File: config.mk
export PLATFORM = sky130hd
export DESIGN_NAME = i2cee_ram
export DESIGN_NICKNAME = d
export VERILOG_FILES = /design/src/hw/rtl/i2cee_ram.sv
export SDC_FILE = /design/constraint.sdc
export NUM_CORES = 2
export LEC_CHECK = 0
export BUFFER_PORTS_ARGS = -buffer_cell sky130_fd_sc_hd__buf_2
export CAP_MARGIN = 10
export CELL_PAD_IN_SITES_DETAIL_PLACEMENT = 0
export CELL_PAD_IN_SITES_GLOBAL_PLACEMENT = 1
export CORE_ASPECT_RATIO = 1.5
export CORE_MARGIN = 2
export CORE_UTILIZATION = 35
export CTS_CLUSTER_SIZE = 12
export DETAILED_ROUTE_END_ITERATION = 12
export PLACE_DENSITY_LB_ADDON = 0.1
export SLEW_MARGIN = 10
export SYNTH_ARGS = -nofsm -noshare
export SYNTH_HDL_FRONTEND = slang
export SYNTH_SLANG_ARGS = --single-unit
File: constraint.sdc
create_clock -name clock -period 3.39 [get_ports clock]
set_input_delay 1.017 -clock clock [delete_from_list [all_inputs] [get_ports clock]]
set_output_delay 1.017 -clock clock [all_outputs]
set_load 0.005 [all_outputs]
File: src/hw/rtl/i2cee_ram.sv
// Generic simple dual-port RAM: one write port, one registered read port.
// No dependencies.
module i2cee_ram #(
   parameter int WIDTH = 8,
   parameter int DEPTH = 256
) (
   input  logic                     clock,
   input  logic                     wr_en,
   input  logic [$clog2(DEPTH)-1:0] wr_addr,
   input  logic [WIDTH-1:0]         wr_data,
   input  logic [$clog2(DEPTH)-1:0] rd_addr,
   output logic [WIDTH-1:0]         rd_data
);

   logic [WIDTH-1:0] mem_ff [DEPTH];
   logic [WIDTH-1:0] rd_data_ff;

   always_ff @(posedge clock) begin
      if (wr_en) begin
         mem_ff[wr_addr] <= wr_data;
      end
      rd_data_ff <= mem_ff[rd_addr];
   end

   assign rd_data = rd_data_ff;

endmodule

==> impl_metrics.py <==
metrics = {
    "synth": {
        "synthesis.nets": 3759,
        "syn_area_per_cell_um2": 21.3,
        "ys_ff_latch": 2056,
        "synth_top_area_cell": "edfxtp_1",
        "synth_flop_cell": "edfxtp_1",
        "ys_async_sr_fraction_pct": 0,
        "seq_area_frac_synth_pct": 77.5,
        "synth_cells": 3733,
        "synth_warnings": 0,
        "syn-cell-area_mm2": 0.0796,
        "synth_top_area_share_pct": 77.3,
        "ys_top_cells_by_area": "edfxtp_1 (77%), mux4_2 (13%), mux2i_1 (1.7%)",
        "synthDistinctLibCells": 55,
        "synth_edf_count": 2048,
    },
    "worst_setup_path": {
        "worst_setup_path_start_kind": "input port",
        "crit_required_ns": 4.09,
        "critPathKind": "in2reg",
        "cp_slowest_cell": "nor3_1",
        "crit_fanout": 13,
        "worst_setup_path_end_kind": "register",
        "path_common_cell": "buf_4",
        "startpoint": "rd_addr[0]",
        "critPathArrivalTime_ns": 3.95,
        "rrSetupSlack_ns": 0.67,
        "max_stage_delay_ns": 0.84,
        "cp_cell_sequence": "buf_8, buf_4, buf_4, mux4_2, a22oi_1, buf_4, a21oi_1, nor3_1, nor4_1",
        "endpoint": "rd_data[1]",
        "rr_startpoint": "mem_ff[129][1]",
        "reg2regPathDepth": 6,
        "r2r-end": "rd_data[1]",
    },
    "placed_design": {
        "place_inst": 7322,
        "portBuffers": 33,
        "dp_slack_ns": -1.03,
        "post-dp-hpwl_um": 160000,
        "gp_congestion": 0.799,
        "place_area_mm2": 0.0891,
    },
    "finish": {
        "final_cell_area_mm2": 0.0949,
        "layout-drive-gt1-share_pct": 33.0,
        "multiInputGateArea_mm2": 0.0166,
        "regArea_mm2": 0.0617,
        "final_cells": 7639,
        "syn_to_final_growth_pct": 19.3,
        "n_fill_cell": 19890,
        "mostFrequentLayoutCell": "edfxtp_1",
        "fin_util_pct": 42.0,
        "final_cell_mix": "edfxtp_1 (2048), buf_4 (681), mux4_2 (454)",
        "fin_nets": 4535,
    },
    "global_routing": {
        "use_met3_pct": 2.85,
        "grtUsageMet1_pct": 26.0,
        "grt_overflow_total": 0,
        "grtUsageTotal_pct": 20.8,
        "grt_pass1_wl_um": 336000,
        "antenna_found_initial": 20,
        "grt_max_degree": 88,
        "grt.busiest_layer": "met2",
        "use_met2_pct": 38.1,
        "grt_pass1_vias": 42338,
    },
    "route": {
        "final_antenna_net_count": 0,
        "drt_iter0_drc": 3342,
        "via_per_inst": 5.23,
        "drt_wl_total_um": 240000,
        "drc_errors": 0,
        "wl_per_cell_um": 31.4,
        "dr_total_vias": 39980,
        "firstDrtPassIters": 5,
    },
    "sta": {
        "rsz0062_at_grt": "false",
        "worstMarginPinSlew_ns": 0.992,
        "hold_ws_ns": 0.549,
        "clock_skew_ns": 0.0543,
        "finalCritPeriodShare_pct": 95.9,
        "max_slew_margin_pct": 33.3,
        "setup_ws_ns": 0.140,
        "final_hold_viol_count": 0,
        "setup_viol": 0,
        "slew_violations": 0,
        "post-route-min-period_ns": 3.25,
        "max_freq_mhz": 308,
        "finalSetupTns_ns": 0,
    },
    "power_and_ir_drop": {
        "peakVddDrop_mv": 0.405,
        "power_mw": 52.1,
        "power_leakage_nw": 30.5,
        "pwr_density_cell_mw_per_mm2": 549,
    },
    "cts": {
        "cts_htree_levels": 4,
        "post_cts_resized": 2,
        "cts_tree": "built",
        "cts_sinks": 2056,
        "path_clk_slew_ns": 0.06,
        "cts_root_buf": "clkbuf_16",
        "ctsHoldBuffers": 0,
        "numCtsBuffers": 209,
        "clk_latency_ns": 0.86,
        "clockBufferDepth": 4,
        "cts_setup_buffers": 0,
    },
    "hold_path": {
        "min_path_type": "in2reg",
    },
    "floorplan": {
        "pin_count": 34,
        "die_h_um": 588,
        "row_count": 214,
        "design.die.area_mm2": 0.231,
        "die_w_um": 393,
        "initial_core_util_pct": 35.2,
        "core_area_mm2": 0.226,
    },
    "outcome": {
        "status": "complete, no violations",
    },
    "job": {
        "drv_cap": 0,
    },
}
==> worst max-delay path, delay by kind of cell <==
family / cells / cell delay [ns]
compound gates: 2 / 0.34
buf+inv: 4 / 1.01
mux: 1 / 0.57
simple gates: 2 / 0.97
==> layout make-up <==
class / count / share of cell area [%]
repair buffers: 798 / 7.47
clock buffers: 272 / 5.86
multi-input cells: 1442 / 17.5
diodes: 7 / 0.0184
flip-flops and latches: 2056 / 64.9
clock inverters: 38 / 0.265
well taps: 3024 / 3.99
inverters: 2 / 0.00791
==> logic make-up after synthesis <==
group                  share of synthesized area, %
AO/OA/AOI/OAI                                  3.42
buffers and inverters                          1.83
flip-flops                                     77.5
multiplexers                                   14.6
AND/OR/NAND/NOR                                2.63
==> Yosys cell counts (3+ instances only) <==
master	count
edfxtp_1	2048
mux4_2	454
nor2_1	282
mux2i_1	134
a22oi_1	133
clkbuf_1	111
a21oi_1	96
o221ai_1	46
nand3_1	34
nand2_1	33
buf_2	31
nor2b_1	31
o22ai_1	28
buf_4	27
nor4_1	24
buf_1	22
nor3_1	22
buf_6	21
a211oi_1	16
a221oi_1	13
buf_8	13
nand4_1	10
o211ai_1	10
o21ai_0	10
a22o_1	8
buf_12	8
dfxtp_1	8
nand2b_1	8
and2_1	6
o22a_1	5
o32ai_1	4
or2_2	4
nor4_2	3
==> how the worst min path moves through the flow <==
stage,startpoint,cells after the start,slack (ns),end
finish,wr_data[0],1,0.55,mem_ff[246][0]
global route,wr_data[0],1,0.53,mem_ff[244][0]
CTS,wr_data[0],1,0.52,mem_ff[246][0]
detailed placement,mem_ff[54][5],6,1.17,rd_data[5]
global placement,mem_ff[54][5],6,1.17,rd_data[5]
floorplan,mem_ff[40][3],6,0.77,rd_data[3]
==> per-layer routing <==
layer | part of all wire (%) | wire length [um] | vias to the layer above
met3 | 4.4 | 10600 | 266
met2 | 54 | 130000 | 856
met5 | 0.020 | 47 | -
met1 | 39 | 94400 | 21675
li1 | - | - | 17177
met4 | 2.1 | 5010 | 6
==> state kept, by name (all words and copies together) (netlist names) <==
name     count
rd_data      8
mem_ff    2048
==> power by group <==
group,switching [mW],leakage (nW),internal [mW]
combinational,1.90,9.22,1.26
sequential,0.0657,18.5,28.0
clock,9.32,2.83,11.6
total,11.3,30.5,40.8
No activity file was read; power rests on OpenSTA's default activity.
