[src/hw/rtl/i2cee_pkg.sv]
// Shared constants, codes and controller/datapath interface types for the
// I2C EEPROM slave unit. No dependencies.
package i2cee_pkg;

   localparam int MEM_BYTES = 8192;
   localparam int ADDR_W    = $clog2(MEM_BYTES);
   localparam int WORD_W    = 13;
   localparam int DATA_W    = 8;

   localparam logic [WORD_W-1:0] MASK_RESET    = 13'd2047;
   localparam logic [WORD_W-1:0] ONE_BYTE_MAX  = 13'd2047;
   localparam logic [DATA_W-1:0] ERASED_BYTE   = 8'hFF;

   typedef enum logic [1:0] {
      OP_PIN  = 2'd0,
      OP_DIR  = 2'd1,
      OP_READ = 2'd2,
      OP_LOAD = 2'd3
   } opcode_type;

   localparam logic [1:0] PH_DEVICE = 2'd0;
   localparam logic [1:0] PH_WORD   = 2'd1;
   localparam logic [1:0] PH_DATA   = 2'd2;
   localparam logic [1:0] PH_LOW    = 2'd3;

   typedef struct packed {
      logic clear;
      logic capture;
      logic execute;
   } ctrl_cmd_type;

   typedef struct packed {
      logic clear_last;
   } ctrl_status_type;

   function automatic logic [ADDR_W-1:0] mem_index(input logic [WORD_W-1:0] addr,
                                                   input logic [WORD_W-1:0] mask);
      logic [31:0] wide;
      wide = {{(32-WORD_W){1'b0}}, addr & mask};
      return wide[ADDR_W-1:0];
   endfunction

endpackage

[src/hw/rtl/i2cee_datapath.sv]
// Bus state, shift logic, address counter, memory port control and results.
// Depends on i2cee_pkg; drives the ports of an i2cee_ram instance.
module i2cee_datapath import i2cee_pkg::*; (
   input  logic                clock,
   input  logic                reset,
   input  ctrl_cmd_type        cmd,
   output ctrl_status_type     status,
   input  logic [1:0]          req_opcode,
   input  logic                req_scl_level,
   input  logic                req_sda_level,
   input  logic                req_drive_sda,
   input  logic [WORD_W-1:0]   req_load_address,
   input  logic [DATA_W-1:0]   req_load_data,
   input  logic                csr_valid,
   input  logic [WORD_W-1:0]   csr_address_mask,
   output logic                ram_wr_en,
   output logic [ADDR_W-1:0]   ram_wr_addr,
   output logic [DATA_W-1:0]   ram_wr_data,
   output logic [ADDR_W-1:0]   ram_rd_addr,
   input  logic [DATA_W-1:0]   ram_rd_data,
   output logic                rsp_sda_line,
   output logic                rsp_scl_echo,
   output logic                rsp_byte_stored
);

   logic [WORD_W-1:0] mask_ff;
   logic [ADDR_W-1:0] clr_count_ff;

   logic [1:0]        opcode_ff;
   logic              scl_ff, sda_ff, drive_ff;
   logic [WORD_W-1:0] load_addr_ff;
   logic [DATA_W-1:0] load_data_ff;

   logic              active_ff, active_in;
   logic [1:0]        phase_ff, phase_in;
   logic [3:0]        bit_idx_ff, bit_idx_in;
   logic [7:0]        shift_ff, shift_in;
   logic              read_mode_ff, read_mode_in;
   logic              ack_clk_ff, ack_clk_in;
   logic              master_acks_ff, master_acks_in;
   logic [2:0]        page_ff, page_in;
   logic [WORD_W-1:0] word_addr_ff, word_addr_in;
   logic              read_bit_ff, read_bit_in;
   logic              prev_scl_ff, prev_scl_in;
   logic              prev_sda_ff, prev_sda_in;
   logic              drives_ff, drives_in;

   logic              sda_line_ff, sda_line_in;
   logic              scl_echo_ff;
   logic              stored_ff, stored_in;

   logic              exec_we;
   logic [ADDR_W-1:0] exec_addr;
   logic [DATA_W-1:0] exec_data;

   always_comb begin
      logic long_addr;
      logic mcu;
      logic eep;
      logic [2:0] bit_sel;

      active_in      = active_ff;
      phase_in       = phase_ff;
      bit_idx_in     = bit_idx_ff;
      shift_in       = shift_ff;
      read_mode_in   = read_mode_ff;
      ack_clk_in     = ack_clk_ff;
      master_acks_in = master_acks_ff;
      page_in        = page_ff;
      word_addr_in   = word_addr_ff;
      read_bit_in    = read_bit_ff;
      prev_scl_in    = prev_scl_ff;
      prev_sda_in    = prev_sda_ff;
      drives_in      = drives_ff;
      stored_in      = 1'b0;
      exec_we        = 1'b0;
      exec_addr      = mem_index(word_addr_ff, mask_ff);
      exec_data      = shift_ff;
      long_addr      = (mask_ff > ONE_BYTE_MAX);
      bit_sel        = 3'(3'd7 - bit_idx_ff[2:0]);

      case (opcode_type'(opcode_ff))
         OP_PIN: begin
            if (drives_ff && scl_ff && prev_scl_ff) begin
               if (prev_sda_ff && !sda_ff) begin
                  active_in      = 1'b1;
                  phase_in       = PH_DEVICE;
                  bit_idx_in     = 4'd0;
                  shift_in       = 8'd0;
                  read_mode_in   = 1'b0;
                  ack_clk_in     = 1'b0;
                  master_acks_in = 1'b0;
               end else if (!prev_sda_ff && sda_ff) begin
                  active_in = 1'b0;
               end
            end
            if (active_in && scl_ff && !prev_scl_ff) begin
               if (ack_clk_in) begin
                  if (bit_idx_in == 4'd8) bit_idx_in = 4'd9;
               end else if (bit_idx_in < 4'd8) begin
                  if (read_mode_in && phase_in == PH_DATA) begin
                     read_bit_in = ram_rd_data[bit_sel];
                  end else begin
                     shift_in = {shift_in[6:0], sda_ff};
                  end
                  bit_idx_in = 4'(bit_idx_in + 4'd1);
                  if (bit_idx_in == 4'd8) begin
                     master_acks_in = read_mode_in && (phase_in == PH_DATA);
                     ack_clk_in     = 1'b1;
                     if (!master_acks_in) begin
                        case (phase_in)
                           PH_DEVICE: begin
                              page_in      = shift_in[3:1];
                              read_mode_in = shift_in[0];
                              if (shift_in[0]) begin
                                 if (!long_addr) begin
                                    word_addr_in = {2'b00, shift_in[3:1], word_addr_in[7:0]};
                                 end
                                 phase_in = PH_DATA;
                              end else begin
                                 phase_in = PH_WORD;
                              end
                           end
                           PH_WORD: begin
                              if (long_addr) begin
                                 word_addr_in = {shift_in[4:0], 8'd0};
                                 phase_in     = PH_LOW;
                              end else begin
                                 word_addr_in = {2'b00, page_in, shift_in};
                                 phase_in     = PH_DATA;
                              end
                           end
                           PH_LOW: begin
                              word_addr_in = {word_addr_in[12:8], shift_in};
                              phase_in     = PH_DATA;
                           end
                           default: begin
                              exec_we      = 1'b1;
                              exec_addr    = mem_index(word_addr_in, mask_ff);
                              exec_data    = shift_in;
                              word_addr_in = (word_addr_in + 13'd1) & mask_ff;
                              stored_in    = 1'b1;
                           end
                        endcase
                     end
                  end
               end
            end
            if (active_in && !scl_ff && prev_scl_ff && bit_idx_in == 4'd9) begin
               if (master_acks_in) begin
                  if (sda_ff) active_in = 1'b0;
                  else word_addr_in = (word_addr_in + 13'd1) & mask_ff;
               end
               ack_clk_in = 1'b0;
               bit_idx_in = 4'd0;
            end
            prev_scl_in = scl_ff;
            prev_sda_in = sda_ff;
         end
         OP_DIR: drives_in = drive_ff;
         OP_LOAD: begin
            exec_we   = 1'b1;
            exec_addr = mem_index(load_addr_ff, {WORD_W{1'b1}});
            exec_data = load_data_ff;
         end
         default: ;
      endcase

      mcu = !(drives_in && !prev_sda_in);
      eep = 1'b1;
      if (active_in) begin
         if (read_mode_in && phase_in == PH_DATA && bit_idx_in <= 4'd8) eep = read_bit_in;
         else if (ack_clk_in) eep = master_acks_in;
      end
      sda_line_in = mcu & eep;
   end

   always_ff @(posedge clock) begin
      if (reset) begin
         mask_ff        <= MASK_RESET;
         clr_count_ff   <= '0;
         active_ff      <= 1'b0;
         phase_ff       <= PH_DEVICE;
         bit_idx_ff     <= 4'd0;
         shift_ff       <= 8'd0;
         read_mode_ff   <= 1'b0;
         ack_clk_ff     <= 1'b0;
         master_acks_ff <= 1'b0;
         page_ff        <= 3'd0;
         word_addr_ff   <= '0;
         read_bit_ff    <= 1'b0;
         prev_scl_ff    <= 1'b0;
         prev_sda_ff    <= 1'b0;
         drives_ff      <= 1'b1;
      end else begin
         if (csr_valid) mask_ff <= csr_address_mask;
         if (cmd.clear) clr_count_ff <= ADDR_W'(clr_count_ff + 1'b1);
         if (cmd.execute) begin
            active_ff      <= active_in;
            phase_ff       <= phase_in;
            bit_idx_ff     <= bit_idx_in;
            shift_ff       <= shift_in;
            read_mode_ff   <= read_mode_in;
            ack_clk_ff     <= ack_clk_in;
            master_acks_ff <= master_acks_in;
            page_ff        <= page_in;
            word_addr_ff   <= word_addr_in;
            read_bit_ff    <= read_bit_in;
            prev_scl_ff    <= prev_scl_in;
            prev_sda_ff    <= prev_sda_in;
            drives_ff      <= drives_in;
         end
      end
   end

   always_ff @(posedge clock) begin
      if (cmd.capture) begin
         opcode_ff    <= req_opcode;
         scl_ff       <= req_scl_level;
         sda_ff       <= req_sda_level;
         drive_ff     <= req_drive_sda;
         load_addr_ff <= req_load_address;
         load_data_ff <= req_load_data;
      end
      if (cmd.execute) begin
         sda_line_ff <= sda_line_in;
         scl_echo_ff <= prev_scl_in;
         stored_ff   <= stored_in;
      end
   end

   assign status.clear_last = &clr_count_ff;

   assign ram_rd_addr = mem_index(word_addr_ff, mask_ff);
   assign ram_wr_en   = cmd.clear || (cmd.execute && exec_we);
   assign ram_wr_addr = cmd.clear ? clr_count_ff : exec_addr;
   assign ram_wr_data = cmd.clear ? ERASED_BYTE : exec_data;

   assign rsp_sda_line    = sda_line_ff;
   assign rsp_scl_echo    = scl_echo_ff;
   assign rsp_byte_stored = stored_ff;

endmodule

[config.mk]
export PLATFORM = sky130hd
export DESIGN_NAME = i2cee_datapath
export DESIGN_NICKNAME = d
export VERILOG_FILES = /design/src/hw/rtl/i2cee_pkg.sv /design/src/hw/rtl/i2cee_datapath.sv
export SDC_FILE = /design/constraint.sdc
export NUM_CORES = 1
export LEC_CHECK = 0
export ABC_AREA = 1
export ABC_CLOCK_PERIOD_IN_PS = 8430
export BUFFER_PORTS_ARGS = -buffer_cell sky130_fd_sc_hd__buf_2
export CAP_MARGIN = 20
export CORE_MARGIN = 1.5
export CORE_UTILIZATION = 52
export CTS_CLUSTER_DIAMETER = 100
export CTS_CLUSTER_SIZE = 28
export DETAILED_ROUTE_END_ITERATION = 16
export PLACE_DENSITY = 0.75
export SLEW_MARGIN = 10
export SYNTH_ARGS = -nofsm -noshare
export SYNTH_HDL_FRONTEND = slang
export SYNTH_SLANG_ARGS = --single-unit
[constraint.sdc]
create_clock -name clock -period 8.43 [get_ports clock]
set_input_delay 0.4215 -clock clock [delete_from_list [all_inputs] [get_ports clock]]
set_output_delay 0.4215 -clock clock [all_outputs]
set_load 0.03 [all_outputs]
==> results.toml <==
[run_status]
outcome = "finished, final reports clean"

[synthesis]
synth_flop_cell = "dfxtp_1"
synth_top_area_cell = "dfxtp_1"
synth_top_area_share = 0.213
synth_fp_nets = 966
synth.ff_latch_count = 93
syn_area_sq_um = 6010
yosysWarnings = 0
synth.area.top_cells = "dfxtp_1, edfxtp_1, nand2_1"
synth_top_cells_by_count = "nand2_1, inv_1, a21oi_1"
synthCells = 903
yosysMostFrequentCell = "nand2_1"
synth-edff-count = 29
avgSynthCellArea_sq_um = 6.66
yosysSeqAreaShare = 0.358
synth.distinct_cells = 46
postSynth.asyncResetShare = 0

[critical_path]
critPathBufInv = 4
cp-end-kind = "output port"
critPathSlowestCell = "nor2_2"
critPathTopFamily = "simple AND/OR/NAND/NOR gates"
cpMostUsedCell = "inv_2"
cp.required_ns = 8.01
cp.arrival_ns = 3.84
path_max_fanout = 11
startpoint_type = "flip-flop"
max_stage_delay_ns = 0.51
worstPathCellList = "inv_2, nand2_2, nor2_2, nor2_1, ha_1, nand2_1, nand3_2, nor2_4, inv_2, nor3_4, clkinv_1, a21oi_1, a22oi_1, o21ai_0, buf_2"
path_class = "flip-flop to output port"

[power]
ir_worst_vdd_uv = 125
power_frac_clock = 0.385
p_int_mw = 0.722
p_seq_frac = 0.490
combPwrFrac = 0.125
p_per_area_nw_per_um2 = 149
p_sw_mw = 0.288
p_leak_nw = 2.93
netSwitchingFraction = 0.285
p_total_mw = 1.01

[sta]
worstMarginPinSlew_ns = 0.808
setup_viol = 0
hold_viol = 0
fin_ws_ns = 4.16
rsz0062_at_grt = "no"
period_share = 0.506
skew_ns = 0.0100
relSlewSlack = 0.461
finalCriticalPeriod_ns = 4.27
max_freq_ghz = 0.234
maxSlewViolCount = 0
finalSetupTns_ns = 0
whs_ns = 0.241

[floorplan]
initial_core_util = 0.529
io_pins = 92
die_w_um = 111
core_region_area_sq_um = 11400
die-area_sq_um = 12200
rows = 39
die_h_um = 111

[job]
max-cap-violations = 0

[finish]
diodes = 0
stdcell_count = 1119
final_area_sq_um = 6780
layout.nets = 1034
syn2layout_area_growth_pct = 12.7
drive_above_1_share = 0.150
final.fill_count = 1135
fin_util = 0.596

[global_routing]
grt_overflow_total = 0
grt_pass1_vias = 5570
grt_pass1_wl_um = 27500
grt_max_degree = 45
antenna_found_initial = 0
grt.total_usage = 0.275

[route]
wl_per_cell_um = 15.0
drt-total-wl_um = 16800
drtIter0Drc = 624
vias = 6334
drc_errors = 0
vias_per_cell = 5.66
detail-route-antenna-nets = 0
dr.pass1.iters = 5

[placement]
hpwl_um = 12100
place_area_sq_um = 6510
portBuffers = 91
dp_slack_ns = 4.60
gp_congestion = 0.958
dp_cells = 1103

[clock_tree]
cts_buffers = 9
clock-sinks = 93
cts_resized = 0
cts_hold_buf = 0
cts-root-buf = "clkbuf_16"
cts.path.max_buffers = 2
cts.reportedPaths.clkPinSlew_ns = 0.07
cts_max_level = 3
clock_latency_ns = 0.36
post_cts_buffers = 0
cts_tree = "done"

[hold_path]
hold_class = "input port to flip-flop"
==> logic make-up after synthesis <==
| group | count (synthesis) | synth area share |
|---|---|---|
| flip-flops | 93 | 0.358 |
| buffers and inverters | 149 | 0.0978 |
| AO/OA/AOI/OAI | 232 | 0.211 |
| XOR/XNOR | 1 | 0.00146 |
| AND/OR/NAND/NOR | 418 | 0.311 |
| adder cells (fa/ha/maj) | 10 | 0.0208 |
==> layer usage <==
layer,GRT usage,wire length [um],vias up
li1,-,-,3163
met3,0.0357,1340,37
met4,0.116,439,0
met1,0.396,7690,2869
met5,0,0,-
met2,0.417,7370,265
==> cell type report <==
class | instances | area [sq um] | share of cell area
Clock buffer | 9 | 225 | 0.0332
Clock inverter | 7 | 48.8 | 0.00720
Inverter | 112 | 423 | 0.0624
Multi-Input combinational cell | 661 | 3270 | 0.483
Sequential cell | 93 | 2150 | 0.317
Tap cell | 143 | 179 | 0.0264
Timing Repair Buffer | 94 | 478 | 0.0705
==> layout by cell type, fill, tap and decap left out, types with 2 or more instances in the layout <==
cell type / instances
a21oi_1: 93
a221oi_1: 2
a22oi_1: 3
a31oi_1: 5
buf_2: 91
buf_4: 3
clkbuf_16: 9
clkinv_1: 5
clkinv_2: 2
dfxtp_1: 64
edfxtp_1: 29
ha_1: 10
inv_1: 102
inv_2: 4
inv_6: 2
nand2_1: 229
nand2_2: 5
nand2_4: 2
nand3_1: 58
nand3_2: 3
nand4_1: 10
nor2_1: 66
nor2_2: 6
nor2_4: 8
nor3_1: 22
nor4_1: 3
o211ai_1: 15
o21ai_0: 89
o21ai_1: 5
o21bai_1: 2
o22ai_1: 9
o31ai_1: 2
==> power groups by stage <==
stage	Combinational, mW	Clock (mW)	Sequential [mW]
2_1_floorplan	0.0832	0	0.503
3_3_place_gp	0.125	0	0.504
3_5_place_dp	0.125	0	0.504
4_1_cts	0.126	0.390	0.494
5_1_grt	0.141	0.410	0.496
6_report	0.127	0.388	0.494
==> registers in the layout, indices dropped and copies added (netlist names), 2 cells and up <==
name	cells
bit_idx_ff	4
clr_count_ff	13
load_addr_ff	13
load_data_ff	8
mask_ff	13
opcode_ff	2
page_ff	3
phase_ff	2
shift_ff	8
word_addr_ff	13
==> path summary, 6_finish.rpt <==
check                         from               to  slack [ns]  depth (start not counted)
hold / removal    req_load_data[5]  load_data_ff[5]        0.24                          1
setup reg to reg            sda_ff  word_addr_ff[6]        4.55                         21
setup / recovery            sda_ff   ram_wr_data[7]        4.16                         15
hold reg to reg         ack_clk_ff       ack_clk_ff        0.47                          2
Power figures use the tool's default switching activity.
