[src/hw/rtl/i2cee_pkg.sv]
// Shared constants, codes and controller/datapath interface types for the
// I2C EEPROM slave unit. No dependencies.
package i2cee_pkg;

   localparam int MEM_BYTES = 8192;
   localparam int ADDR_W    = $clog2(MEM_BYTES);
   localparam int WORD_W    = 13;
   localparam int DATA_W    = 8;

   localparam logic [WORD_W-1:0] MASK_RESET    = 13'd2047;
   localparam logic [WORD_W-1:0] ONE_BYTE_MAX  = 13'd2047;
   localparam logic [DATA_W-1:0] ERASED_BYTE   = 8'hFF;

   typedef enum logic [1:0] {
      OP_PIN  = 2'd0,
      OP_DIR  = 2'd1,
      OP_READ = 2'd2,
      OP_LOAD = 2'd3
   } opcode_type;

   localparam logic [1:0] PH_DEVICE = 2'd0;
   localparam logic [1:0] PH_WORD   = 2'd1;
   localparam logic [1:0] PH_DATA   = 2'd2;
   localparam logic [1:0] PH_LOW    = 2'd3;

   typedef struct packed {
      logic clear;
      logic capture;
      logic execute;
   } ctrl_cmd_type;

   typedef struct packed {
      logic clear_last;
   } ctrl_status_type;

   function automatic logic [ADDR_W-1:0] mem_index(input logic [WORD_W-1:0] addr,
                                                   input logic [WORD_W-1:0] mask);
      logic [31:0] wide;
      wide = {{(32-WORD_W){1'b0}}, addr & mask};
      return wide[ADDR_W-1:0];
   endfunction

endpackage

[src/hw/rtl/i2cee_ctrl.sv]
// Sequencing controller: clearing sweep, item accept, memory fetch, update.
// Depends on i2cee_pkg.
module i2cee_ctrl import i2cee_pkg::*; (
   input  logic            clock,
   input  logic            reset,
   input  logic            start,
   input  ctrl_status_type status,
   output ctrl_cmd_type    cmd,
   output logic            busy,
   output logic            rsp_valid
);

   typedef enum logic [1:0] {
      ST_CLEAR,
      ST_IDLE,
      ST_FETCH,
      ST_EXEC
   } state_type;

   state_type state_ff, state_in;
   logic      busy_ff;
   logic      valid_ff;

   always_comb begin
      state_in = state_ff;
      case (state_ff)
         ST_CLEAR: begin
            if (status.clear_last) state_in = ST_IDLE;
         end
         ST_IDLE: begin
            if (start) state_in = ST_FETCH;
         end
         ST_FETCH: state_in = ST_EXEC;
         ST_EXEC:  state_in = ST_IDLE;
         default:  state_in = ST_IDLE;
      endcase
   end

   always_ff @(posedge clock) begin
      if (reset) begin
         state_ff <= ST_CLEAR;
         busy_ff  <= 1'b1;
         valid_ff <= 1'b0;
      end else begin
         state_ff <= state_in;
         busy_ff  <= (state_in != ST_IDLE);
         valid_ff <= (state_ff == ST_EXEC);
      end
   end

   assign cmd.clear   = (state_ff == ST_CLEAR);
   assign cmd.capture = (state_ff == ST_IDLE) && start;
   assign cmd.execute = (state_ff == ST_EXEC);
   assign busy        = busy_ff;
   assign rsp_valid   = valid_ff;

endmodule

[config.mk]
export PLATFORM = sky130hd
export DESIGN_NAME = i2cee_ctrl
export DESIGN_NICKNAME = d
export VERILOG_FILES = /design/src/hw/rtl/i2cee_pkg.sv /design/src/hw/rtl/i2cee_ctrl.sv
export SDC_FILE = /design/constraint.sdc
export NUM_CORES = 1
export LEC_CHECK = 0
export ABC_AREA = 1
export BUFFER_PORTS_ARGS = -buffer_cell sky130_fd_sc_hd__buf_4
export CAP_MARGIN = 20
export CORE_AREA = 3 3 40 42
export CTS_CLUSTER_SIZE = 40
export DETAILED_ROUTE_END_ITERATION = 6
export DIE_AREA = 0 0 43 45
export GPL_TIMING_DRIVEN = 0
export HOLD_SLACK_MARGIN = 0.1
export PLACE_DENSITY = 0.4
export SLEW_MARGIN = 20
export SYNTH_ARGS = -nofsm -noshare
export SYNTH_HDL_FRONTEND = slang
export SYNTH_SLANG_ARGS = --single-unit
export TNS_END_PERCENT = 1
[constraint.sdc]
create_clock -name clock -period 0.82 [get_ports clock]
set_clock_uncertainty 0.1 [all_clocks]
set_input_delay 0.082 -clock clock [delete_from_list [all_inputs] [get_ports clock]]
set_output_delay 0.082 -clock clock [all_outputs]
set_load 0.005 [all_outputs]
==> impl_metrics.csv, run 1 <==
group,metric,value,unit
min_path,hold_depth,3,
power,p_sw,133,µW
power,p_sw_frac,0.235,
worst_setup_path,reg2reg_from,"state_ff[0]$_SDFF_PP0_",
die,rows,13,
worst_setup_path,r2r_end,"state_ff[0]$_SDFF_PP0_",
final_layout,design_area,293,µm²
routing,vias,149,
synth,postSynthCellCount,20,
routing,ant_nets,0,
timing,max_freq,0.962,GHz
clocking,cts.sinks,4,
routing,wire_per_inst,7.72,µm
die,io_pins,9,
worst_setup_path,slowest_delay,0.37,ns
global_routing,grt_first_pass_wirelength,510,µm
routing,drc_errors,0,
timing,relSlewSlack,0.937,
timing,rsz0062_at_grt,"yes",
outcome,status,"finished, violations left",
global_routing,antenna_found_initial,0,
timing,setup_slack,-0.220,ns
power,p_int,433,µW
clocking,cts_tree,"yes",
place,place_ws,-0.0412,ns
power,p_clk_frac,0.419,
power,p_leak,0.156,nW
die,die_w,43,µm
clocking,numCtsBuffers,3,
power,p_comb_frac,0.175,
worst_setup_path,critPathKind,"register to output pin",
final_layout,utilization,0.228,
place,dp_hpwl,268,µm
synth,yosysSeqAreaShare,0.547,
final_layout,drive_above_1_share,0.594,
timing,slew_violations,0,
min_path,min_to,"state_ff[1]$_SDFF_PP0_",
worst_setup_path,cp.arrival,0.86,ns
synth,syn_area_per_cell,7.32,µm²
worst_setup_path,end_kind,"output pin",
place,detailed_place.area,225,µm²
global_routing,grt_max_degree,5,
worst_setup_path,path_max_fanout,3,
timing,finalSetupViolations,7,
final_layout,regArea,87.6,µm²
timing,hold_viol,0,
place,port-buffer-count,8,
routing,dr.pass1.iters,2,
global_routing,grt_pass1_vias,145,
clocking,clk_latency,0.23,ns
routing,routed_wl,363,µm
worst_setup_path,crit_buf_inv,1,
synth,syn_area,146,µm²
worst_setup_path,slowest_stage,"dfxtp_4",
synth,ys.warnings.count,0,
synth,syn-num-nets,24,
routing,first_iter_violations,1,
power,power.total,566,µW
synth,yosysUniqueCellTypes,7,
final_layout,area_growth,100,%
die,core_area,1280,µm²
worst_setup_path,crit_chain,"nand2_4 > nor2_4 > buf_6",
job,drv_cap,0,
power,ir_worst_vdd,0.000500,V
worst_setup_path,critPathLaunchType,"register",
worst_setup_path,cp.required,0.64,ns
global_routing,grt_usage,0.0409,
clocking,cts_root_buf,"clkbuf_4",
final_layout,nets,38,
power,p_seq_frac,0.406,
worst_setup_path,reg2reg_depth,4,
timing,min_period,1.04,ns
die,start_util,0.114,
final_layout,fill_cells,142,
routing,routed_via_density,3.17,
min_path,min_from,"reset",
clocking,postCtsHoldBufs,1,
power,power_density,1930,nW/µm²
die,die_y,45,µm
clocking,clock_path_buffers,2,
final_layout,multiInputGateArea,73.8,µm²
outcome,violations,"setup timing",
worst_setup_path,r2r_slack,-0.02,ns
final_layout,diodes,0,
synth,synth-seq-cells,4,
timing,post-route-period-util,1.27,
clocking,htree_levels,1,
place,gp_congestion,0.693,
timing,worstMarginPinSlew,0.0949,ns
die,dieArea,1940,µm²
worst_setup_path,critPathTopFamily,"flip-flops",
min_path,worstHoldPathType,"input pin to register",
global_routing,overflow,0,
timing,holdWs,0.00731,ns
clocking,clk_pin_slew,0.03,ns
## power by group through the flow
stage,combinational (mW),clock [mW],sequential [mW]
2_1_floorplan,0.0337,0,0.223
3_3_place_gp,0.0786,0,0.224
3_5_place_dp,0.0786,0,0.224
4_1_cts,0.0851,0.253,0.224
5_1_grt,0.109,0.267,0.232
6_report,0.0990,0.237,0.230
## kinds of logic (layout without fill, tap and decap cells)
group / after synthesis / after routing / share of synthesized area
buffers and inverters: 4 / 16 / 0.103
AND/OR/NAND/NOR: 12 / 12 / 0.350
flip-flops: 4 / 4 / 0.547
## synth_stat cells
| cell type | count | area (µm²) |
|---|---|---|
| nand2_1 | 5 | 18.8 |
| nor2_1 | 4 | 15.0 |
| nand2_2 | 1 | 6.26 |
| nor2_2 | 1 | 6.26 |
| dfxtp_1 | 4 | 80.1 |
| inv_1 | 4 | 15.0 |
| nand3_1 | 1 | 5.00 |
## cell type report
| cell class | instances | area share |
|---|---|---|
| Sequential cell | 4 | 0.299 |
| Timing Repair Buffer | 9 | 0.256 |
| Clock buffer | 3 | 0.0769 |
| Inverter | 4 | 0.0513 |
| Multi-Input combinational cell | 12 | 0.252 |
| Tap cell | 15 | 0.0641 |
## how the worst max path moves through the flow
stage | startpoint | endpoint | slack, ns | cells past startpoint
detailed placement | state_ff[0]$_SDFF_PP0_ | cmd[1] | -0.04 | 3
global placement | state_ff[0]$_SDFF_PP0_ | cmd[1] | -0.07 | 3
floorplan | state_ff[1]$_SDFF_PP0_ | state_ff[0]$_SDFF_PP0_ | 0.0004 | 4
CTS | state_ff[0]$_SDFF_PP0_ | cmd[1] | -0.24 | 3
global route | state_ff[0]$_SDFF_PP0_ | cmd[1] | -0.26 | 3
finish | state_ff[0]$_SDFF_PP0_ | cmd[1] | -0.22 | 3
## flip-flops by register name, summed over array words and instances (netlist names)
| register | cells |
|---|---|
| rsp_valid | 1 |
| state_ff | 2 |
| busy | 1 |
## what timing repair did
action | 4_1_cts | 5_1_grt
pin swaps | 1 | 2
resized for setup | 4 | 9
gates cloned | 0 | 0
endpoints found under the setup margin | 8 | 8
setup buffers | 0 | 0
hold endpoints to repair | 4 | 4
## through the flow
stage,setup TNS (ns),std cells
finish,-0.610,47
global route,-0.871,47
CTS,-0.857,47
detailed placement,-0.105,43
global placement,-0.168,43
floorplan,0,20
## metal layers
layer | global-route usage | part of all wire | up-vias
li1 | - | - | 82
met1 | 0.0291 | 0.27 | 65
met2 | 0.0629 | 0.65 | 2
met3 | 0.0398 | 0.072 | 0
met4 | 0.0361 | 0 | 0
met5 | 0 | 0 | -
## worst register-to-register path, delay by kind of cell (launching register included)
kind / cells / cell delay [ns]
simple gates: 4 / 0.27
flops: 1 / 0.35
## placed cells by master, fill, tap and decap left out
cell type,n
buf_4,7
buf_6,2
clkbuf_4,3
dfxtp_1,2
dfxtp_4,2
inv_1,4
nand2_1,3
nand2_2,2
nand2_4,1
nand3_1,1
nor2_1,3
nor2_4,2
(Power assumes the default switching activity.)
==> run 2: changes to the inputs <==
--- a/config.mk
+++ b/config.mk
@@ -9,6 +9,7 @@
 export BUFFER_PORTS_ARGS = -buffer_cell sky130_fd_sc_hd__buf_4
 export CAP_MARGIN = 20
 export CORE_AREA = 3 3 40 42
+export CTS_BUF_LIST = sky130_fd_sc_hd__clkbuf_16
 export CTS_CLUSTER_SIZE = 40
 export DETAILED_ROUTE_END_ITERATION = 6
 export DIE_AREA = 0 0 43 45
==> run 2 against run 1 <==
Critical path depth did not move. The flow still finishes with violations (setup timing). Final cell count did not move. Register-to-register slack improved by 0.02 ns. First-iteration DRC count rose to 3.0 times the previous value. Global-route usage fell by 0.25 points. Routed wire length fell by 5.2%. Clock power rose to 3.1 times the previous value. Power rose by 88%. Setup slack improved by 0.020 ns. Die area did not move. Non-clock buffer count did not move. Highest routed layer unchanged.
==> impl_metrics.csv, run 2 (same netlist as run 1, synthesis figures left out) <==
group,metric,value,unit
routing,vias,149,
place,place_ws,-0.0412,ns
place,dp_hpwl,268,µm
global_routing,grt_pass1_vias,132,
clocking,clk_pin_slew,0.03,ns
routing,routed_via_density,3.17,
global_routing,use_met2,0.0629,
global_routing,antenna_found_initial,0,
global_routing,busiest_layer,"met2",
routing,dr.pass1.iters,2,
global_routing,grt_max_degree,5,
power,power_density,3090,nW/µm²
timing,relSlewSlack,0.927,
final_layout,final_cell_mix,"buf_4, inv_1, nor2_1, nand2_1, clkbuf_16",
place,place_inst,43,
clocking,clk_latency,0.22,ns
final_layout,utilization,0.268,
clocking,clock_path_buffers,2,
die,dieArea,1940,µm²
timing,hold_viol,0,
die,die_w,43,µm
timing,slew_violations,0,
die,core_area,1280,µm²
final_layout,fin_cells,47,
routing,drc_errors,0,
die,rows,13,
worst_setup_path,critPathLaunchType,"register",
power,p_sw,175,µW
clocking,numCtsBuffers,3,
worst_setup_path,endpoint,"cmd[1]",
final_layout,diodes,0,
die,die_y,45,µm
timing,worstMarginPinSlew,0.108,ns
place,port-buffer-count,8,
worst_setup_path,r2r_slack,0,ns
power,ir_worst_vdd,0.00177,V
worst_setup_path,critPathKind,"register to output pin",
clocking,cts.sinks,4,
final_layout,nets,38,
power,p_seq_frac,0.216,
worst_setup_path,cp.required,0.64,ns
power,p_comb_frac,0.087,
final_layout,largest_register_ff_count,2,
clocking,cts_root_buf,"clkbuf_16",
timing,holdWs,0.0610,ns
worst_setup_path,end_kind,"output pin",
clocking,htree_levels,1,
power,p_clk_frac,0.696,
final_layout,area_growth,135,%
final_layout,layout_commonest_cell,"buf_4",
min_path,worstHoldPathType,"input pin to register",
global_routing,grt_first_pass_wirelength,489,µm
worst_setup_path,reg2reg_from,"state_ff[0]$_SDFF_PP0_",
routing,first_iter_violations,3,
power,p_sw_frac,0.165,
worst_setup_path,cp.arrival,0.84,ns
global_routing,grtUsageMet3,0.0518,
worst_setup_path,crit_start,"state_ff[0]$_SDFF_PP0_",
place,detailed_place.area,225,µm²
clocking,cts_tree,"yes",
final_layout,design_area,344,µm²
power,p_leak,0.177,nW
timing,rsz0062_at_grt,"yes",
timing,setup_slack,-0.200,ns
outcome,status,"finished, violations left",
routing,ant_nets,0,
routing,wire_per_inst,7.32,µm
global_routing,overflow,0,
global_routing,met1_usage,0.0291,
timing,finalSetupViolations,6,
die,io_pins,9,
timing,finalSetupTns,-0.747,ns
die,start_util,0.114,
final_layout,drive_above_1_share,0.563,
final_layout,regMostFlops,"state_ff",
timing,max_freq,0.980,GHz
power,power.total,1.06,mW
outcome,violations,"setup timing",
worst_setup_path,reg2reg_depth,4,
timing,post-route-period-util,1.24,
job,drv_cap,0,
power,p_int,887,µW
global_routing,grt_usage,0.0384,
routing,routed_wl,344,µm
timing,min_period,1.02,ns
worst_setup_path,path_max_fanout,3,
worst_setup_path,r2r_end,"busy$_SDFF_PP1_",
place,gp_congestion,0.693,
run 2: cell count changes in the layout (fill, tap and decap cells not counted), sizes merged:
| cell | delta |
|---|---|
| buf | -1 |
| dlygate4sd3 | +1 |
run 2: worst min path at each step:
stage	end	startpoint	cells past startpoint	slack, ns
2_1_floorplan	rsp_valid$_SDFF_PP0_	reset	1	0.05
3_3_place_gp	rsp_valid$_SDFF_PP0_	reset	2	0.17
3_5_place_dp	rsp_valid$_SDFF_PP0_	reset	2	0.17
4_1_cts	state_ff[1]$_SDFF_PP0_	reset	2	-0.07
5_1_grt	busy$_SDFF_PP1_	status	4	0.1
6_report	busy$_SDFF_PP1_	status	4	0.06
run 2: power groups by stage:
| stage | clock network (mW) | logic, mW | registers [mW] |
|---|---|---|---|
| after global routing | 0.771 | 0.103 | 0.232 |
| after global placement | 0 | 0.0786 | 0.224 |
| after floorplan | 0 | 0.0337 | 0.223 |
| after CTS | 0.748 | 0.0814 | 0.225 |
| after detailed placement | 0 | 0.0786 | 0.224 |
| final | 0.740 | 0.0929 | 0.230 |
run 2: timing repair:
action                     4_1_cts  5_1_grt
resized for setup                4        7
hold endpoints to repair         4        4
pin swaps                        1        2
setup endpoints to repair        6        7
buffers inserted                 0        0
cloned                           0        0
run 2: per-layer routing:
layer	share of wire	vias up	wire, µm
met5	0	-	0
met4	0	0	0
met3	0.067	0	23
met2	0.60	2	205
met1	0.33	65	115
li1	-	82	-
run 2: final cells by class:
class                   count  area (µm²)
multi-input cells          12        73.8
inverters                   4        15.0
repair buffers              9        73.8
flip-flops and latches      4        87.6
well taps                  15        18.8
fillers                   135         941
clock buffers               3        75.1
run 2: critical path, stage by stage (launching register included):
cell     delay [ns]
dfxtp_4        0.37
nand2_4        0.06
nor2_4         0.09
buf_6          0.10
==> run 3: changes to the inputs <==
--- a/config.mk
+++ b/config.mk
@@ -15,7 +15,7 @@
 export DIE_AREA = 0 0 43 45
 export GPL_TIMING_DRIVEN = 0
 export HOLD_SLACK_MARGIN = 0.1
-export PLACE_DENSITY = 0.4
+export PLACE_DENSITY = 0.39
 export SLEW_MARGIN = 20
 export SYNTH_ARGS = -nofsm -noshare
 export SYNTH_HDL_FRONTEND = slang
==> constraint.sdc (replaced) <==
create_clock -name clock -period 1 [get_ports clock]
set_clock_uncertainty 0.1 [all_clocks]
set_input_delay 0.1 -clock clock [delete_from_list [all_inputs] [get_ports clock]]
set_output_delay 0.1 -clock clock [all_outputs]
set_load 0.005 [all_outputs]
==> run 3 against run 2 <==
The run still ends with setup timing left. Register-to-register slack gained 0.17 ns. Sequential cell count is the same. Clock power shrank 18%. Final cell count grew 2.1%. Count of clock-buffer cells in the layout is the same. First-iteration DRC count grew 130%. Routed wire length grew 14%. Via count grew 4.0%. Critical path depth is the same. Power shrank 17%. Global-route usage grew 0.32 points. Largest cell class unchanged. Largest power group unchanged.
==> impl_metrics.csv, run 3 (same netlist as run 1, synthesis figures left out) <==
group,metric,value,unit
final_layout,utilization,0.278,
global_routing,busiest_layer,"met4",
timing,hold_viol,0,
clocking,numCtsBuffers,3,
worst_setup_path,critPathKind,"register to output pin",
final_layout,nets,39,
clocking,clk_pin_slew,0.03,ns
place,detailed_place.area,225,µm²
place,dp_hpwl,273,µm
global_routing,met1_usage,0.0384,
global_routing,grtUsageMet3,0.0398,
job,drv_cap,0,
clocking,cts.sinks,4,
global_routing,antenna_found_initial,0,
final_layout,regMostFlops,"state_ff",
power,ir_worst_vdd,0.000337,V
worst_setup_path,path_max_fanout,3,
routing,ant_nets,0,
clocking,cts_root_buf,"clkbuf_16",
min_path,worstHoldPathType,"input pin to register",
timing,slew_violations,0,
clocking,htree_levels,1,
routing,wire_per_inst,8.17,µm
die,io_pins,9,
routing,first_iter_violations,7,
power,p_leak,0.183,nW
power,power_density,2470,nW/µm²
place,gp_congestion,0.616,
timing,setup_slack,-0.0477,ns
power,p_int,734,µW
clocking,clk_latency,0.22,ns
die,die_w,43,µm
timing,finalSetupTns,-0.0710,ns
power,p_sw_frac,0.169,
timing,relSlewSlack,0.933,
clocking,clock_path_buffers,2,
power,p_comb_frac,0.095,
worst_setup_path,slowest_stage,"dfxtp_4",
routing,drc_errors,0,
timing,finalSetupViolations,2,
routing,routed_via_density,3.23,
timing,post-route-period-util,1.05,
place,place_inst,43,
place,port-buffer-count,8,
global_routing,grt_pass1_vias,132,
outcome,violations,"setup timing",
final_layout,area_growth,144,%
timing,rsz0062_at_grt,"yes",
power,p_clk_frac,0.691,
routing,dr.pass1.iters,4,
power,p_sw,150,µW
die,rows,13,
outcome,status,"finished, violations left",
min_path,hold_depth,4,
die,core_area,1280,µm²
final_layout,fin_cells,48,
final_layout,design_area,358,µm²
min_path,min_from,"start",
clocking,postCtsSetupBuffers,0,
global_routing,grt_first_pass_wirelength,489,µm
power,p_seq_frac,0.214,
final_layout,layout_commonest_cell,"buf_4",
power,power.total,883,µW
die,die_y,45,µm
final_layout,final_cell_mix,"buf_4, inv_1, nor2_1, nand2_1, clkbuf_16",
timing,max_freq,0.954,GHz
worst_setup_path,reg2reg_from,"state_ff[0]$_SDFF_PP0_",
worst_setup_path,end_kind,"output pin",
final_layout,drive_above_1_share,0.545,
die,dieArea,1940,µm²
final_layout,diodes,0,
worst_setup_path,cp.arrival,0.85,ns
timing,min_period,1.05,ns
global_routing,grt_max_degree,5,
worst_setup_path,cp.required,0.80,ns
final_layout,largest_register_ff_count,2,
worst_setup_path,critPathLaunchType,"register",
routing,vias,155,
timing,holdWs,0.109,ns
place,place_ws,0.112,ns
worst_setup_path,crit_start,"state_ff[0]$_SDFF_PP0_",
global_routing,use_met2,0.0449,
die,start_util,0.114,
clocking,cts_tree,"yes",
routing,routed_wl,392,µm
global_routing,grt_usage,0.0416,
global_routing,overflow,0,
worst_setup_path,reg2reg_depth,4,
worst_setup_path,slowest_delay,0.37,ns
timing,worstMarginPinSlew,0.0998,ns
worst_setup_path,crit_chain,"nand2_4 > nor2_4 > buf_6",
-- run 3: per-layer routing --
layer	part of all wire	routed length [µm]
met5	0	0
met4	0	0
met3	0.16	63
met2	0.45	177
met1	0.39	151
-- run 3: worst max-delay path: cells and delay by family (launching register included) --
kind	cells	cell delay (ns)
AND/OR/NAND/NOR	2	0.16
flip-flops	1	0.37
buffers and inverters	1	0.10
-- run 3: power groups by stage --
stage,Clock [mW],Sequential [mW],Combinational [mW]
2_1_floorplan,0,0.183,0.0276
3_3_place_gp,0,0.183,0.0644
3_5_place_dp,0,0.183,0.0646
4_1_cts,0.622,0.184,0.0729
5_1_grt,0.636,0.191,0.0945
6_report,0.610,0.189,0.0843
-- run 3: worst paths after layout --
| kind | endpoint | slack, ns |
|---|---|---|
| max | cmd[1] | -0.05 |
| min | state_ff[0]$_SDFF_PP0_ | 0.11 |
| min reg2reg | rsp_valid$_SDFF_PP0_ | 0.43 |
| max reg2reg | state_ff[0]$_SDFF_PP0_ | 0.17 |
-- run 3: area by class of cell --
type | instances | area, µm²
clock buffer | 3 | 75.1
fill | 143 | 927
inverter | 4 | 15.0
multi-input combinational | 12 | 73.8
sequential | 4 | 87.6
tap | 15 | 18.8
timing repair buffer | 10 | 87.6
-- run 3: timing repair --
action	4_1_cts	5_1_grt
hold endpoints to repair	4	0
pin swaps	0	1
setup endpoints to repair	3	3
gates resized for setup	4	8
hold buffers	2	0
